**config.mk**
```make
export PLATFORM = sky130hd
export DESIGN_NAME = joystick_stepper_ramp_drive_flat
export DESIGN_NICKNAME = d
export VERILOG_FILES = /design/src/design/jsrd_pkg.sv /design/src/design/jsrd_in_if.sv /design/src/design/jsrd_out_if.sv /design/src/design/jsrd_cfg_if.sv /design/src/design/joystick_stepper_ramp_drive.sv /design/src/flat_wrapper.sv
export SDC_FILE = /design/constraint.sdc
export NUM_CORES = 1
export LEC_CHECK = 0
export BUFFER_PORTS_ARGS = -buffer_cell sky130_fd_sc_hd__buf_4
export CORE_MARGIN = 5
export CORE_UTILIZATION = 53
export DETAILED_ROUTE_END_ITERATION = 7
export PLACE_DENSITY = 0.71
export SLEW_MARGIN = 5
export SYNTH_ARGS = -nofsm -noshare
export SYNTH_HDL_FRONTEND = slang
export SYNTH_SLANG_ARGS = --single-unit
```
**constraint.sdc**
```tcl
create_clock -name clk -period 4.3 [get_ports clk]
set_clock_uncertainty 0.05 [all_clocks]
set_input_delay 1.29 -clock clk [delete_from_list [all_inputs] [get_ports clk]]
set_output_delay 1.29 -clock clk [all_outputs]
set_load 0.03 [all_outputs]
```
**src/design/jsrd_pkg.sv**
```systemverilog
`timescale 1ns / 1ps
// Package for the joystick stepper ramp drive: widths, types, command codes,
// register indexes, reset values. No dependencies.
package jsrd_pkg;

	localparam int JOY_W    = 12;
	localparam int PERIOD_W = 16;
	localparam int RAMP_W   = 20;
	localparam int CFG_IDX_W  = 3;
	localparam int CFG_DATA_W = 20;

	typedef logic [JOY_W-1:0]      joy_t;
	typedef logic [PERIOD_W-1:0]   period_t;
	typedef logic [RAMP_W-1:0]     ramp_t;
	typedef logic [CFG_IDX_W-1:0]  cfg_idx_t;
	typedef logic [CFG_DATA_W-1:0] cfg_data_t;

	// command codes
	localparam logic CMD_TICK   = 1'b0;
	localparam logic CMD_SAMPLE = 1'b1;

	// register indexes
	localparam cfg_idx_t REG_START_PERIOD  = 3'd0;
	localparam cfg_idx_t REG_TARGET_PERIOD = 3'd1;
	localparam cfg_idx_t REG_PERIOD_DEC    = 3'd2;
	localparam cfg_idx_t REG_RAMP_INTERVAL = 3'd3;
	localparam cfg_idx_t REG_LOW_THRESH    = 3'd4;
	localparam cfg_idx_t REG_HIGH_THRESH   = 3'd5;

	// register reset values
	localparam period_t RST_START_PERIOD  = 16'd1000;
	localparam period_t RST_TARGET_PERIOD = 16'd700;
	localparam period_t RST_PERIOD_DEC    = 16'd10;
	localparam ramp_t   RST_RAMP_INTERVAL = 20'd50000;
	localparam joy_t    RST_LOW_THRESH    = 12'd1000;
	localparam joy_t    RST_HIGH_THRESH   = 12'd3000;

endpackage

```
**src/design/jsrd_in_if.sv**
```systemverilog
`timescale 1ns / 1ps
// Request channel into the drive: tick or joystick sample.
// Depends on jsrd_pkg.
interface jsrd_in_if;
	import jsrd_pkg::*;

	logic valid;
	logic ready;
	logic cmd;
	joy_t joy_x;
	joy_t joy_y;

	modport source (output valid, cmd, joy_x, joy_y, input ready);
	modport sink   (input valid, cmd, joy_x, joy_y, output ready);
endinterface

```
**src/design/jsrd_out_if.sv**
```systemverilog
`timescale 1ns / 1ps
// Result channel out of the drive: step pulses, flags and current period.
// Depends on jsrd_pkg.
interface jsrd_out_if;
	import jsrd_pkg::*;

	logic    valid;
	logic    ready;
	logic    step_right;
	logic    step_left;
	logic    heading_right;
	logic    heading_left;
	logic    run_right;
	logic    run_left;
	period_t period_now;

	modport source (output valid, step_right, step_left, heading_right, heading_left,
		run_right, run_left, period_now, input ready);
	modport sink   (input valid, step_right, step_left, heading_right, heading_left,
		run_right, run_left, period_now, output ready);
endinterface

```
**src/design/jsrd_cfg_if.sv**
```systemverilog
`timescale 1ns / 1ps
// Register write channel of the drive.
// Depends on jsrd_pkg.
interface jsrd_cfg_if;
	import jsrd_pkg::*;

	logic      valid;
	logic      ready;
	cfg_idx_t  index;
	cfg_data_t data;

	modport source (output valid, index, data, input ready);
	modport sink   (input valid, index, data, output ready);
endinterface

```
**src/design/joystick_stepper_ramp_drive.sv**
```systemverilog
`timescale 1ns / 1ps
// Joystick stepper ramp drive: top level with decode, step timing and ramp.
// Depends on jsrd_pkg, jsrd_in_if, jsrd_out_if, jsrd_cfg_if.
//
// Channel  Dir  Payload                                          Request taken when
// in_ch    in   cmd, joy_x, joy_y                                valid && ready
// out_ch   out  step_right/left, heading_right/left,             valid && ready
//               run_right/left, period_now
// cfg_ch   in   index, data                                      valid && ready (always ready)
//
// One request per cycle sustained while out_ch takes results. A taken request sits in
// the input register; when it moves on, its state update is done and its result is
// loaded into the result register, which offers it on out_ch until it is handed off.
// A stalled out_ch holds the result register and the input register, and in_ch.ready
// drops only when both are full.
// arst_n clears flags, counters, configuration registers and valid bits to their
// reset values; no clearing pass is needed.
module joystick_stepper_ramp_drive (
	input  logic            clk,
	input  logic            arst_n,
	jsrd_in_if.sink         in_ch,
	jsrd_out_if.source      out_ch,
	jsrd_cfg_if.sink        cfg_ch
);
	import jsrd_pkg::*;

	// configuration registers
	period_t start_period_q;
	period_t target_period_q;
	period_t period_dec_q;
	ramp_t   ramp_interval_q;
	joy_t    low_thresh_q;
	joy_t    high_thresh_q;

	// drive state
	logic    heading_right_q, heading_left_q, run_right_q, run_left_q;
	period_t period_q;
	period_t period_cnt_q;
	ramp_t   ramp_cnt_q;
	logic    ramp_armed_q, ramp_due_q;

	// input register
	logic valid_s1;
	logic cmd_s1;
	joy_t joy_x_s1, joy_y_s1;

	// result register
	logic    out_valid_q;
	logic    step_right_q, step_left_q;
	period_t period_out_q;
	logic    heading_right_out_q, heading_left_out_q, run_right_out_q, run_left_out_q;

	logic advance;
	logic in_take;

	assign advance = !out_valid_q || out_ch.ready;
	assign in_ch.ready = !valid_s1 || advance;
	assign in_take = in_ch.valid && in_ch.ready;
	assign cfg_ch.ready = 1'b1;

	// ---- register writes (write only while idle; the block does not enforce this) ----
	always_ff @(posedge clk or negedge arst_n) begin
		if (!arst_n) begin
			start_period_q  <= RST_START_PERIOD;
			target_period_q <= RST_TARGET_PERIOD;
			period_dec_q    <= RST_PERIOD_DEC;
			ramp_interval_q <= RST_RAMP_INTERVAL;
			low_thresh_q    <= RST_LOW_THRESH;
			high_thresh_q   <= RST_HIGH_THRESH;
		end else if (cfg_ch.valid && cfg_ch.ready) begin
			case (cfg_ch.index)
				REG_START_PERIOD:  start_period_q  <= cfg_ch.data[PERIOD_W-1:0];
				REG_TARGET_PERIOD: target_period_q <= cfg_ch.data[PERIOD_W-1:0];
				REG_PERIOD_DEC:    period_dec_q    <= cfg_ch.data[PERIOD_W-1:0];
				REG_RAMP_INTERVAL: ramp_interval_q <= cfg_ch.data[RAMP_W-1:0];
				REG_LOW_THRESH:    low_thresh_q    <= cfg_ch.data[JOY_W-1:0];
				REG_HIGH_THRESH:   high_thresh_q   <= cfg_ch.data[JOY_W-1:0];
				default: ;
			endcase
		end
	end

	// ---- sample decode ----
	logic centre;
	logic rr_d, lr_d, rd_d, ld_d;
	logic flags_change;

	always_comb begin
		rr_d = run_right_q;
		lr_d = run_left_q;
		rd_d = heading_right_q;
		ld_d = heading_left_q;
		centre = (joy_y_s1 > low_thresh_q) && (joy_y_s1 < high_thresh_q);
		if (centre) begin
			if (joy_x_s1 > high_thresh_q) begin
				// forward
				rr_d = 1'b1; lr_d = 1'b1; rd_d = 1'b0; ld_d = 1'b1;
			end else if (joy_x_s1 < low_thresh_q) begin
				// backward
				rr_d = 1'b1; lr_d = 1'b1; rd_d = 1'b1; ld_d = 1'b0;
			end else begin
				// stop, keep directions
				rr_d = 1'b0; lr_d = 1'b0;
			end
		end else if (joy_y_s1 > high_thresh_q) begin
			// rotate left
			rr_d = 1'b1; lr_d = 1'b1; rd_d = 1'b1; ld_d = 1'b1;
		end else if (joy_y_s1 < low_thresh_q) begin
			// rotate right
			rr_d = 1'b1; lr_d = 1'b1; rd_d = 1'b0; ld_d = 1'b0;
		end
		flags_change = (rr_d != run_right_q) || (lr_d != run_left_q) ||
			(rd_d != heading_right_q) || (ld_d != heading_left_q);
	end

	// ---- tick: ramp timer, period counter, ramp update ----
	ramp_t   ramp_inc;
	period_t period_inc;
	period_t period_gap;
	logic    ramp_hit;
	logic    boundary;
	logic    above_target;
	logic    dec_fits;
	ramp_t   ramp_cnt_nx;
	logic    ramp_armed_nx, ramp_due_nx;
	period_t period_nx, period_cnt_nx;

	always_comb begin
		ramp_inc     = ramp_cnt_q + 1'b1;
		ramp_hit     = ramp_inc >= ramp_interval_q;
		period_inc   = period_cnt_q + 1'b1;
		boundary     = period_inc >= period_q;
		above_target = period_q > target_period_q;
		period_gap   = period_q - target_period_q;
		dec_fits     = period_gap > period_dec_q;

		ramp_cnt_nx   = ramp_cnt_q;
		ramp_armed_nx = ramp_armed_q;
		ramp_due_nx   = ramp_due_q;
		period_nx     = period_q;
		period_cnt_nx = period_inc;

		// ramp timer runs first
		if (ramp_armed_q && !ramp_due_q) begin
			ramp_cnt_nx = ramp_inc;
			if (ramp_hit) begin
				ramp_due_nx   = 1'b1;
				ramp_armed_nx = 1'b0;
			end
		end

		if (boundary) begin
			period_cnt_nx = '0;
			if (ramp_due_nx) begin
				ramp_due_nx = 1'b0;
				if (above_target) begin
					period_nx     = dec_fits ? period_q - period_dec_q : target_period_q;
					ramp_cnt_nx   = '0;
					ramp_armed_nx = 1'b1;
				end
			end
		end
	end

	// ---- state and result register update ----
	logic work;
	assign work = valid_s1 && advance;

	always_ff @(posedge clk or negedge arst_n) begin
		if (!arst_n) begin
			heading_right_q <= 1'b0;
			heading_left_q  <= 1'b0;
			run_right_q     <= 1'b0;
			run_left_q      <= 1'b0;
			period_q        <= RST_START_PERIOD;
			period_cnt_q    <= '0;
			ramp_cnt_q      <= '0;
			ramp_armed_q    <= 1'b0;
			ramp_due_q      <= 1'b0;
		end else if (work) begin
			if (cmd_s1 == CMD_SAMPLE) begin
				if (flags_change) begin
					run_right_q     <= rr_d;
					run_left_q      <= lr_d;
					heading_right_q <= rd_d;
					heading_left_q  <= ld_d;
					period_q        <= start_period_q;
					period_cnt_q    <= '0;
					ramp_cnt_q      <= '0;
					ramp_armed_q    <= 1'b1;
					ramp_due_q      <= 1'b0;
				end
			end else begin
				period_q     <= period_nx;
				period_cnt_q <= period_cnt_nx;
				ramp_cnt_q   <= ramp_cnt_nx;
				ramp_armed_q <= ramp_armed_nx;
				ramp_due_q   <= ramp_due_nx;
			end
		end
	end

	// input register
	always_ff @(posedge clk or negedge arst_n) begin
		if (!arst_n) begin
			valid_s1 <= 1'b0;
		end else if (in_ch.ready) begin
			valid_s1 <= in_ch.valid;
		end
	end

	always_ff @(posedge clk) begin
		if (in_take) begin
			cmd_s1   <= in_ch.cmd;
			joy_x_s1 <= in_ch.joy_x;
			joy_y_s1 <= in_ch.joy_y;
		end
	end

	// result register
	always_ff @(posedge clk or negedge arst_n) begin
		if (!arst_n) begin
			out_valid_q <= 1'b0;
		end else if (advance) begin
			out_valid_q <= valid_s1;
		end
	end

	always_ff @(posedge clk) begin
		if (work) begin
			if (cmd_s1 == CMD_SAMPLE) begin
				step_right_q        <= 1'b0;
				step_left_q         <= 1'b0;
				run_right_out_q     <= flags_change ? rr_d : run_right_q;
				run_left_out_q      <= flags_change ? lr_d : run_left_q;
				heading_right_out_q <= flags_change ? rd_d : heading_right_q;
				heading_left_out_q  <= flags_change ? ld_d : heading_left_q;
				period_out_q        <= flags_change ? start_period_q : period_q;
			end else begin
				// step pulses go to running motors at a period boundary
				step_right_q        <= boundary && run_right_q;
				step_left_q         <= boundary && run_left_q;
				run_right_out_q     <= run_right_q;
				run_left_out_q      <= run_left_q;
				heading_right_out_q <= heading_right_q;
				heading_left_out_q  <= heading_left_q;
				period_out_q        <= period_nx;
			end
		end
	end

	assign out_ch.valid         = out_valid_q;
	assign out_ch.step_right    = step_right_q;
	assign out_ch.step_left     = step_left_q;
	assign out_ch.heading_right = heading_right_out_q;
	assign out_ch.heading_left  = heading_left_out_q;
	assign out_ch.run_right     = run_right_out_q;
	assign out_ch.run_left      = run_left_out_q;
	assign out_ch.period_now    = period_out_q;

`ifndef SYNTHESIS
	// the ramp timer is either counting or waiting on a boundary, never both
	a_ramp_exclusive: assert property (@(posedge clk) disable iff (!arst_n)
		!(ramp_armed_q && ramp_due_q))
		else $error("ramp armed and due at once");

	// the period counter stays below a nonzero period
	a_period_cnt_range: assert property (@(posedge clk) disable iff (!arst_n)
		(period_cnt_q == '0) || (period_cnt_q < period_q))
		else $error("period counter past period");

	// a joystick sample never produces a step pulse
	a_sample_no_step: assert property (@(posedge clk) disable iff (!arst_n)
		(work && (cmd_s1 == CMD_SAMPLE)) |=> (!out_ch.step_right && !out_ch.step_left))
		else $error("step pulse on a sample");

	// a step pulse only goes to a motor reported as running
	a_step_needs_run: assert property (@(posedge clk) disable iff (!arst_n)
		out_valid_q |-> ((!step_right_q || run_right_out_q) &&
			(!step_left_q || run_left_out_q)))
		else $error("step pulse on a stopped motor");
`endif

endmodule
```
**src/flat_wrapper.sv**
```systemverilog
// flat-port wrapper written by rule: the top's interface ports become plain ports
module joystick_stepper_ramp_drive_flat import jsrd_pkg::*;
  (clk, arst_n, in_ch_valid, in_ch_cmd, in_ch_joy_x, in_ch_joy_y, in_ch_ready, out_ch_valid, out_ch_step_right, out_ch_step_left, out_ch_heading_right, out_ch_heading_left, out_ch_run_right, out_ch_run_left, out_ch_period_now, out_ch_ready, cfg_ch_valid, cfg_ch_index, cfg_ch_data, cfg_ch_ready);
  jsrd_in_if in_ch_i ();
  jsrd_out_if out_ch_i ();
  jsrd_cfg_if cfg_ch_i ();
  input  logic clk;
  input  logic arst_n;
  input wire logic [$bits(in_ch_i.valid)-1:0] in_ch_valid;
  input wire logic [$bits(in_ch_i.cmd)-1:0] in_ch_cmd;
  input wire logic [$bits(in_ch_i.joy_x)-1:0] in_ch_joy_x;
  input wire logic [$bits(in_ch_i.joy_y)-1:0] in_ch_joy_y;
  output wire logic [$bits(in_ch_i.ready)-1:0] in_ch_ready;
  output wire logic [$bits(out_ch_i.valid)-1:0] out_ch_valid;
  output wire logic [$bits(out_ch_i.step_right)-1:0] out_ch_step_right;
  output wire logic [$bits(out_ch_i.step_left)-1:0] out_ch_step_left;
  output wire logic [$bits(out_ch_i.heading_right)-1:0] out_ch_heading_right;
  output wire logic [$bits(out_ch_i.heading_left)-1:0] out_ch_heading_left;
  output wire logic [$bits(out_ch_i.run_right)-1:0] out_ch_run_right;
  output wire logic [$bits(out_ch_i.run_left)-1:0] out_ch_run_left;
  output wire logic [$bits(out_ch_i.period_now)-1:0] out_ch_period_now;
  input wire logic [$bits(out_ch_i.ready)-1:0] out_ch_ready;
  input wire logic [$bits(cfg_ch_i.valid)-1:0] cfg_ch_valid;
  input wire logic [$bits(cfg_ch_i.index)-1:0] cfg_ch_index;
  input wire logic [$bits(cfg_ch_i.data)-1:0] cfg_ch_data;
  output wire logic [$bits(cfg_ch_i.ready)-1:0] cfg_ch_ready;
  assign in_ch_i.valid = in_ch_valid;
  assign in_ch_i.cmd = in_ch_cmd;
  assign in_ch_i.joy_x = in_ch_joy_x;
  assign in_ch_i.joy_y = in_ch_joy_y;
  assign in_ch_ready = in_ch_i.ready;
  assign out_ch_valid = out_ch_i.valid;
  assign out_ch_step_right = out_ch_i.step_right;
  assign out_ch_step_left = out_ch_i.step_left;
  assign out_ch_heading_right = out_ch_i.heading_right;
  assign out_ch_heading_left = out_ch_i.heading_left;
  assign out_ch_run_right = out_ch_i.run_right;
  assign out_ch_run_left = out_ch_i.run_left;
  assign out_ch_period_now = out_ch_i.period_now;
  assign out_ch_i.ready = out_ch_ready;
  assign cfg_ch_i.valid = cfg_ch_valid;
  assign cfg_ch_i.index = cfg_ch_index;
  assign cfg_ch_i.data = cfg_ch_data;
  assign cfg_ch_ready = cfg_ch_i.ready;
  joystick_stepper_ramp_drive u_core (.clk(clk), .arst_n(arst_n), .in_ch(in_ch_i), .out_ch(out_ch_i), .cfg_ch(cfg_ch_i));
endmodule
```
Word level (Yosys, flattened, before mapping):

Index checks and enable logic that the tools add are counted.
W data, S select, Z words.

* add/sub/neg operators: 4
* multiply operators: 0
* divide/modulo/power cells: 0
* $lt $le $gt $ge: 10
* equality and inequality tests: 10
* shifts and indexed selects: 0
* multiplexer cells: 53
* bitwise logic cells: 0
* reduce and logical (&&, ||, !) cells: 22

Operators by type and width (count)
* $mux W16: 9
* $mux W20: 6
* $mux W1: 38
* $gt A12 B12 Y1: 3
* $lt A12 B12 Y1: 3
* $gt A16 B16 Y1: 2
* $sub A16 B16 Y16: 2
* $add A20 B1 Y20 const B: 1
* $ge A20 B20 Y1: 1
* $add A16 B1 Y16 const B: 1
* $ge A16 B16 Y1: 1
* $reduce_and A2 Y1: 7
* $eq A3 B2 Y1 const B: 2
* $eq A3 B3 Y1 const B: 2
* $logic_and A1 B1 Y1: 6
* $logic_or A1 B1 Y1: 5
* $ne A1 B1 Y1: 4
* $eq A3 B1 Y1 const B: 1
* $logic_not A1 Y1: 3
* $logic_not A3 Y1: 1
* $ne A2 B2 Y1 const B: 1

* flip-flop bits (word level): 199
* bits in latches: 0
* memory bits (writable): 0
* memory bits (read-only): 0
* output and inout port bits: 25
* logic and storage cells: 126
* memories kept: 0

Depth between registers and ports, before layout:

* depth after elaboration: 10
* mapped depth: 24

Least setup slack after synthesis:

OpenSTA, ideal clock, no wires.

* path type: reg-to-reg
* start point: register u_core.period_q[1]
* end point: register u_core.period_out_q[14], in the netlist u_core.out_ch.period_now[14], data pin
* library setup time: 0.268 ns
* arrival time: 4.417 ns
* data required time: 3.982 ns
* path slack: -0.435 ns
* cell stages (with the launch flop): 24
* clock period less this slack: 4.735 ns
* cells stage by stage: dfrtp_1 ha_1 nor2b_1 o21ai_0 nand2b_1 a21o_1 a21o_1 a21o_1 a41o_1 or4_1 nand2_1 xnor2_1 ha_1 o21a_1 o21ai_0 nand2b_1 a31o_2 a21oi_1 clkbuf_1 nor3b_1 a211oi_1 a21oi_1 a21oi_1 mux2i_1

* word-level cells in the longest chain between the ends: 7
* elaborated cells between the ends (all ways): 10
* those cells by class: add/sub: 2; order compare: 3; mux: 5

Ends and longest elaborated chain
* from (decl): line joystick_stepper_ramp_drive.sv:37 `period_t period_q;`
* from (signal assigned): line joystick_stepper_ramp_drive.sv:187 `period_q <= start_period_q;`
* from (signal assigned): line joystick_stepper_ramp_drive.sv:194 `period_q <= period_nx;`
* $sub A16 B16 Y16: line joystick_stepper_ramp_drive.sv:134 `period_gap = period_q - target_period_q;`
* $gt A16 B16 Y1: line joystick_stepper_ramp_drive.sv:135 `dec_fits = period_gap > period_dec_q;`
* $mux W16: line joystick_stepper_ramp_drive.sv:157 `period_nx = dec_fits ? period_q - period_dec_q : target_period_q;`
* $mux W16: line joystick_stepper_ramp_drive.sv:156 `if (above_target) begin`
* $mux W16: line joystick_stepper_ramp_drive.sv:154 `if (ramp_due_nx) begin`
* $mux W16 *: line joystick_stepper_ramp_drive.sv:152 `if (boundary) begin`
* $mux W16 *
* to (signal assigned): line joystick_stepper_ramp_drive.sv:238 `period_out_q <= flags_change ? start_period_q : period_q;`
* to (signal assigned): line joystick_stepper_ramp_drive.sv:247 `period_out_q <= period_nx;`
* to (decl): line joystick_stepper_ramp_drive.sv:50 `period_t period_out_q;`

Mark *: on every way between the ends. The rest lies on a longest branch, timed or not.
A chain may end at the register's enable or synchronous reset.

Worst setup path after layout:

* start point: register u_core.target_period_q[1]
* end point: register u_core.period_out_q[2], in the netlist u_core.out_ch.period_now[2], data pin

* word-level cells in the longest chain between the ends: 7
* elaborated cells between the ends (all ways): 8
* those cells by class: add/sub: 1; order compare: 2; mux: 5

Ends and longest elaborated chain
* from (decl): line joystick_stepper_ramp_drive.sv:29 `period_t target_period_q;`
* from (signal assigned): line joystick_stepper_ramp_drive.sv:73 `REG_TARGET_PERIOD: target_period_q <= cfg_ch.data[PERIOD_W-1:0];`
* $sub A16 B16 Y16: line joystick_stepper_ramp_drive.sv:134
* $gt A16 B16 Y1: line joystick_stepper_ramp_drive.sv:135
* $mux W16: line joystick_stepper_ramp_drive.sv:157
* $mux W16 *: line joystick_stepper_ramp_drive.sv:156
* $mux W16 *: line joystick_stepper_ramp_drive.sv:154
* $mux W16 *: line joystick_stepper_ramp_drive.sv:152
* $mux W16 *

Marked as above.

==> impl_summary.txt <==
----------------------------------------------------
[GRT]
  Number of global-route vias before repair ... 10,100
  Antenna violations before repair ... 0
  Aggregate global-route resource usage ... 0.251
  Largest net degree at the start of global routing ... 80
  Global-route wire length before repair ... 52.3 mm
  Grt ovf ... 0

[Flow run]
  Max-capacitance violation count ... 0

[Drt]
  Top layer in use ... met4
  Met3 wire length ... 2.09 mm
  Amount of wire on met2 after detailed routing ... 16.5 mm
  Mean routed wirelength per cell ... between 15 and 20 um
  DRC violation count after routing ... 0
  Initial detailed-routing violation count ... 712
  Wire length after detailed routing ... 33.0 mm
  Count of nets left with antenna violations after detail routing ... 0
  Post-route met1 wirelength ... approximately 14 mm
  Via density per instance ... 5.85
  Routed via count ... 10,000
  Number of detailed-route iterations in the first pass ... 5

[Synthesis]
  Number of distinct standard cells referenced by the synthesized netlist ... 77
  Async set-reset flop share out of synthesis ... 0.764
  Number of enable flip-flop cells after synthesis ... 47
  Sequential fraction of the synthesis area ... 0.425
  Synthesized netlist net count ... 1,420
  Cell count after synthesis ... 1,233
  Summed instance area of the synthesized netlist ... roughly 0.012 mm^2
  Synthesized area per cell ... 10.0 um^2
  Number of synthesized register bits ... 199
  Top_reg_cell synth ... dfrtp_1
  Ys Warns ... 0

[Clocking]
  Maximum level of the CTS H-tree ... 4
  Clock root buffer ... clkbuf_16
  Clock latency on the worst-skew pair ... ~0.44 ns
  # clock sinks ... 199
  Clock slew at reported path FFs ... about 0.08 ns
  CTS Buffer Depth ... 2
  Clock buffers created by TritonCTS ... 17
  CTS tree ... built
  Hold-fix buffers, CTS ... 0

[Timing]
  Worst Max-Slew Pin Slew ... 1.16 ns
  Number of hold-slack violations in the final timing report ... 0
  Shortest period the worst path allows ... roughly 4.6 ns
  Minimum setup slack in the final design ... -0.286 ns
  Total count of max-transition violations in the final report ... 0
  Normalized max-slew margin ... 0.230
  Setup tns final ... -4.20 ns
  Final setup violation count ... 30
  Final worst-path cycle share ... 1.07
  Maximum frequency from static timing analysis ... 218 MHz
  Unrepaired setup endpoints after global routing ... yes

[Run status]
  Violations in the final reports ... setup timing
  Run status ... finished, violations left

[Worst hold path]
  Worst hold path class ... reg -> reg

[Placement]
  Placed Cells incl. Taps ... 1,672
  Standard cell area after detailed placement ... 0.0139 mm^2
  Final GP Congestion ... 0.900
  Buffers on Ports ... 76
  Post-detailed-placement half-perimeter wirelength ... about 24 mm

[Floorplan]
  Standard-cell rows ... 56
  Core region area ... around 0.023 mm^2
  Die area ... 0.0265 mm^2
  Number of top-level pins ... 78
  Vertical die dimension ... roughly 160 um
  Initial Utilization ... 0.532
  Horizontal die dimension ... 163 um

[Finish]
  Finished Layout Cells ... 1,714
  Layout overhead on the synthesized area ... 19.1%
  Antenna diode instance count ... 0
  Most frequent cells in the layout ... buf_4 (157), ha_1 (130), dfrtp_1 (111)
  Post-layout instance area ... ~0.015 mm^2
  Share of cells above drive strength 1 ... 0.245
  Final nets ... 1,569
  Leading cell type in the layout, fill and taps excluded ... buf_4
  Final core occ ... 0.634

[Critical path]
  CP endpoint kind ... register
  Crit-path max FO ... 11
  Startpoint type of the worst setup path ... register
  Path type of the worst setup path ... reg -> reg
  Endpoint required time on the critical path ... 4.43 ns
  Worst Path Arrival ... about 4.7 ns

[Power]
  Leakage ... just under 0.007 uW
  Cell Pwr Density ... 652 mW/mm^2
  Maximum VDD drop ... 0.502 mV

----------------------------------------------------
## layer usage
metal,GRT usage,up-vias
met5,0,-
met4,0.0755,0
met3,0.0362,68
met2,0.428,337
met1,0.332,4865
li1,-,4751
## sequential cells by signal, indices dropped and copies added, names as in the netlist, 12 cells and up
| name | flops |
|---|---|
| u_core.ramp_cnt_q | 20 |
| u_core.ramp_interval_q | 20 |
| u_core.out_ch.period_now | 16 |
| u_core.period_cnt_q | 16 |
| u_core.period_dec_q | 16 |
| u_core.period_q | 16 |
| u_core.start_period_q | 16 |
| u_core.target_period_q | 16 |
| u_core.high_thresh_q | 12 |
| u_core.joy_x_s1 | 12 |
| u_core.joy_y_s1 | 12 |
| u_core.low_thresh_q | 12 |
## synthesized netlist by cell type (4+ instances only)
| cell type | count | area (um^2) |
|---|---|---|
| nand2_1 | 104 | 390 |
| o211ai_1 | 11 | 82.6 |
| buf_2 | 7 | 35.0 |
| nor3b_1 | 4 | 30.0 |
| o21a_1 | 12 | 90.1 |
| o31a_1 | 5 | 43.8 |
| a21o_1 | 10 | 75.1 |
| edfxtp_1 | 47 | 1410 |
| xor2_1 | 21 | 184 |
| nand3_1 | 28 | 140 |
| mux2_2 | 53 | 597 |
| clkbuf_1 | 25 | 93.8 |
| nand2b_1 | 21 | 131 |
| and3_1 | 19 | 119 |
| dfstp_2 | 39 | 1020 |
| mux2i_1 | 8 | 80.1 |
| nand4_1 | 22 | 138 |
| a31oi_1 | 16 | 100 |
| o31ai_1 | 6 | 45.0 |
| ha_1 | 132 | 1650 |
| a22o_1 | 18 | 158 |
| nor3_1 | 13 | 65.1 |
| o21ai_0 | 80 | 400 |
| a211oi_1 | 5 | 37.5 |
| a221o_1 | 30 | 300 |
| nor2b_1 | 17 | 106 |
| nor2_1 | 79 | 297 |
| dfrtp_1 | 113 | 2830 |
| a21oi_1 | 75 | 375 |
| inv_1 | 105 | 394 |
| or4_1 | 4 | 30.0 |
| and2_1 | 4 | 25.0 |
| o211a_1 | 4 | 40.0 |
| a211o_1 | 4 | 35.0 |
| xnor2_1 | 31 | 272 |
## power breakdown
group          internal (uW)  switching (uW)  total (uW)
Sequential              2390             273        2660
Clock                    883             786        1670
Combinational           2480            2810        5290
## metrics by stage
step	hold WS [ns]	power [uW]	setup WS, ns
after floorplan	0.407	5910	-0.0801
after CTS	0.451	9510	-0.239
after global routing	0.476	10300	-0.517
final	0.449	9620	-0.286
after detailed placement	0.430	7390	-0.315
after global placement	0.429	7270	-0.219
## logic make-up after synthesis
| group | share of synthesized area |
|---|---|
| buffers and inverters | 0.0468 |
| adders and majority gates | 0.137 |
| muxes | 0.0556 |
| other | 0.000303 |
| and+or+nand+nor | 0.135 |
| xor gates and xnor gates | 0.0368 |
| DFF | 0.425 |
| AOI/OAI and AO/OA | 0.164 |
## repair_timing
item / CTS / global route
buffers inserted: 5 / 4
gates resized for setup: 18 / 31
pin swaps: 13 / 12
endpoints found under the setup margin: 32 / 52
gates cloned: 1 / 1
## critical path, cell delays in order (launching register included)
cell and delay (ns):
dfrtp_1 0.40, inv_2 0.08, ha_4 0.20, nor2b_4 0.12, o21ai_2 0.12, nand2b_1 0.09
a21o_1 0.16, a21o_1 0.17, a21o_1 0.19, a41o_1 0.20, or4_4 0.45, nand2_4 0.09
buf_6 0.09, o211ai_1 0.10, ha_1 0.31, nand2_1 0.07, nor3_2 0.13, nand2_1 0.10
o311a_1 0.15, a21oi_4 0.24, buf_6 0.19, nor3_1 0.08, a21oi_1 0.22, nor2_1 0.08
a221o_1 0.25
## worst paths after layout
check / from / to / slack, ns / cells after the start
worst max-delay path: u_core.target_period_q[1]$_DFFE_PN0P_ / u_core.out_ch.period_now[2]$_DFFE_PP_ / -0.29 / 24
worst min-delay path: u_core.valid_s1$_DFFE_PN0N_ / u_core.out_ch.valid$_DFFE_PN0P_ / 0.45 / 1
worst max register to register: u_core.target_period_q[1]$_DFFE_PN0P_ / u_core.out_ch.period_now[2]$_DFFE_PP_ / -0.29 / 24
worst min register to register: u_core.valid_s1$_DFFE_PN0N_ / u_core.out_ch.valid$_DFFE_PN0P_ / 0.45 / 1
max in group asynchronous: arst_n / u_core.target_period_q[3]$_DFFE_PN1P_ / 2.40 / 2
min in group asynchronous: arst_n / u_core.period_cnt_q[12]$_DFFE_PN0P_ / 0.81 / 1
## layout make-up
class / count / area, um^2
Fill cell: 1906 / 8510
Multi-Input combinational cell: 889 / 6730
Tap cell: 319 / 399
Timing Repair Buffer: 169 / 1340
Sequential cell: 199 / 5270
Clock inverter: 15 / 191
Clock buffer: 17 / 425
Inverter: 106 / 398
Power figures use the tool's default switching activity.
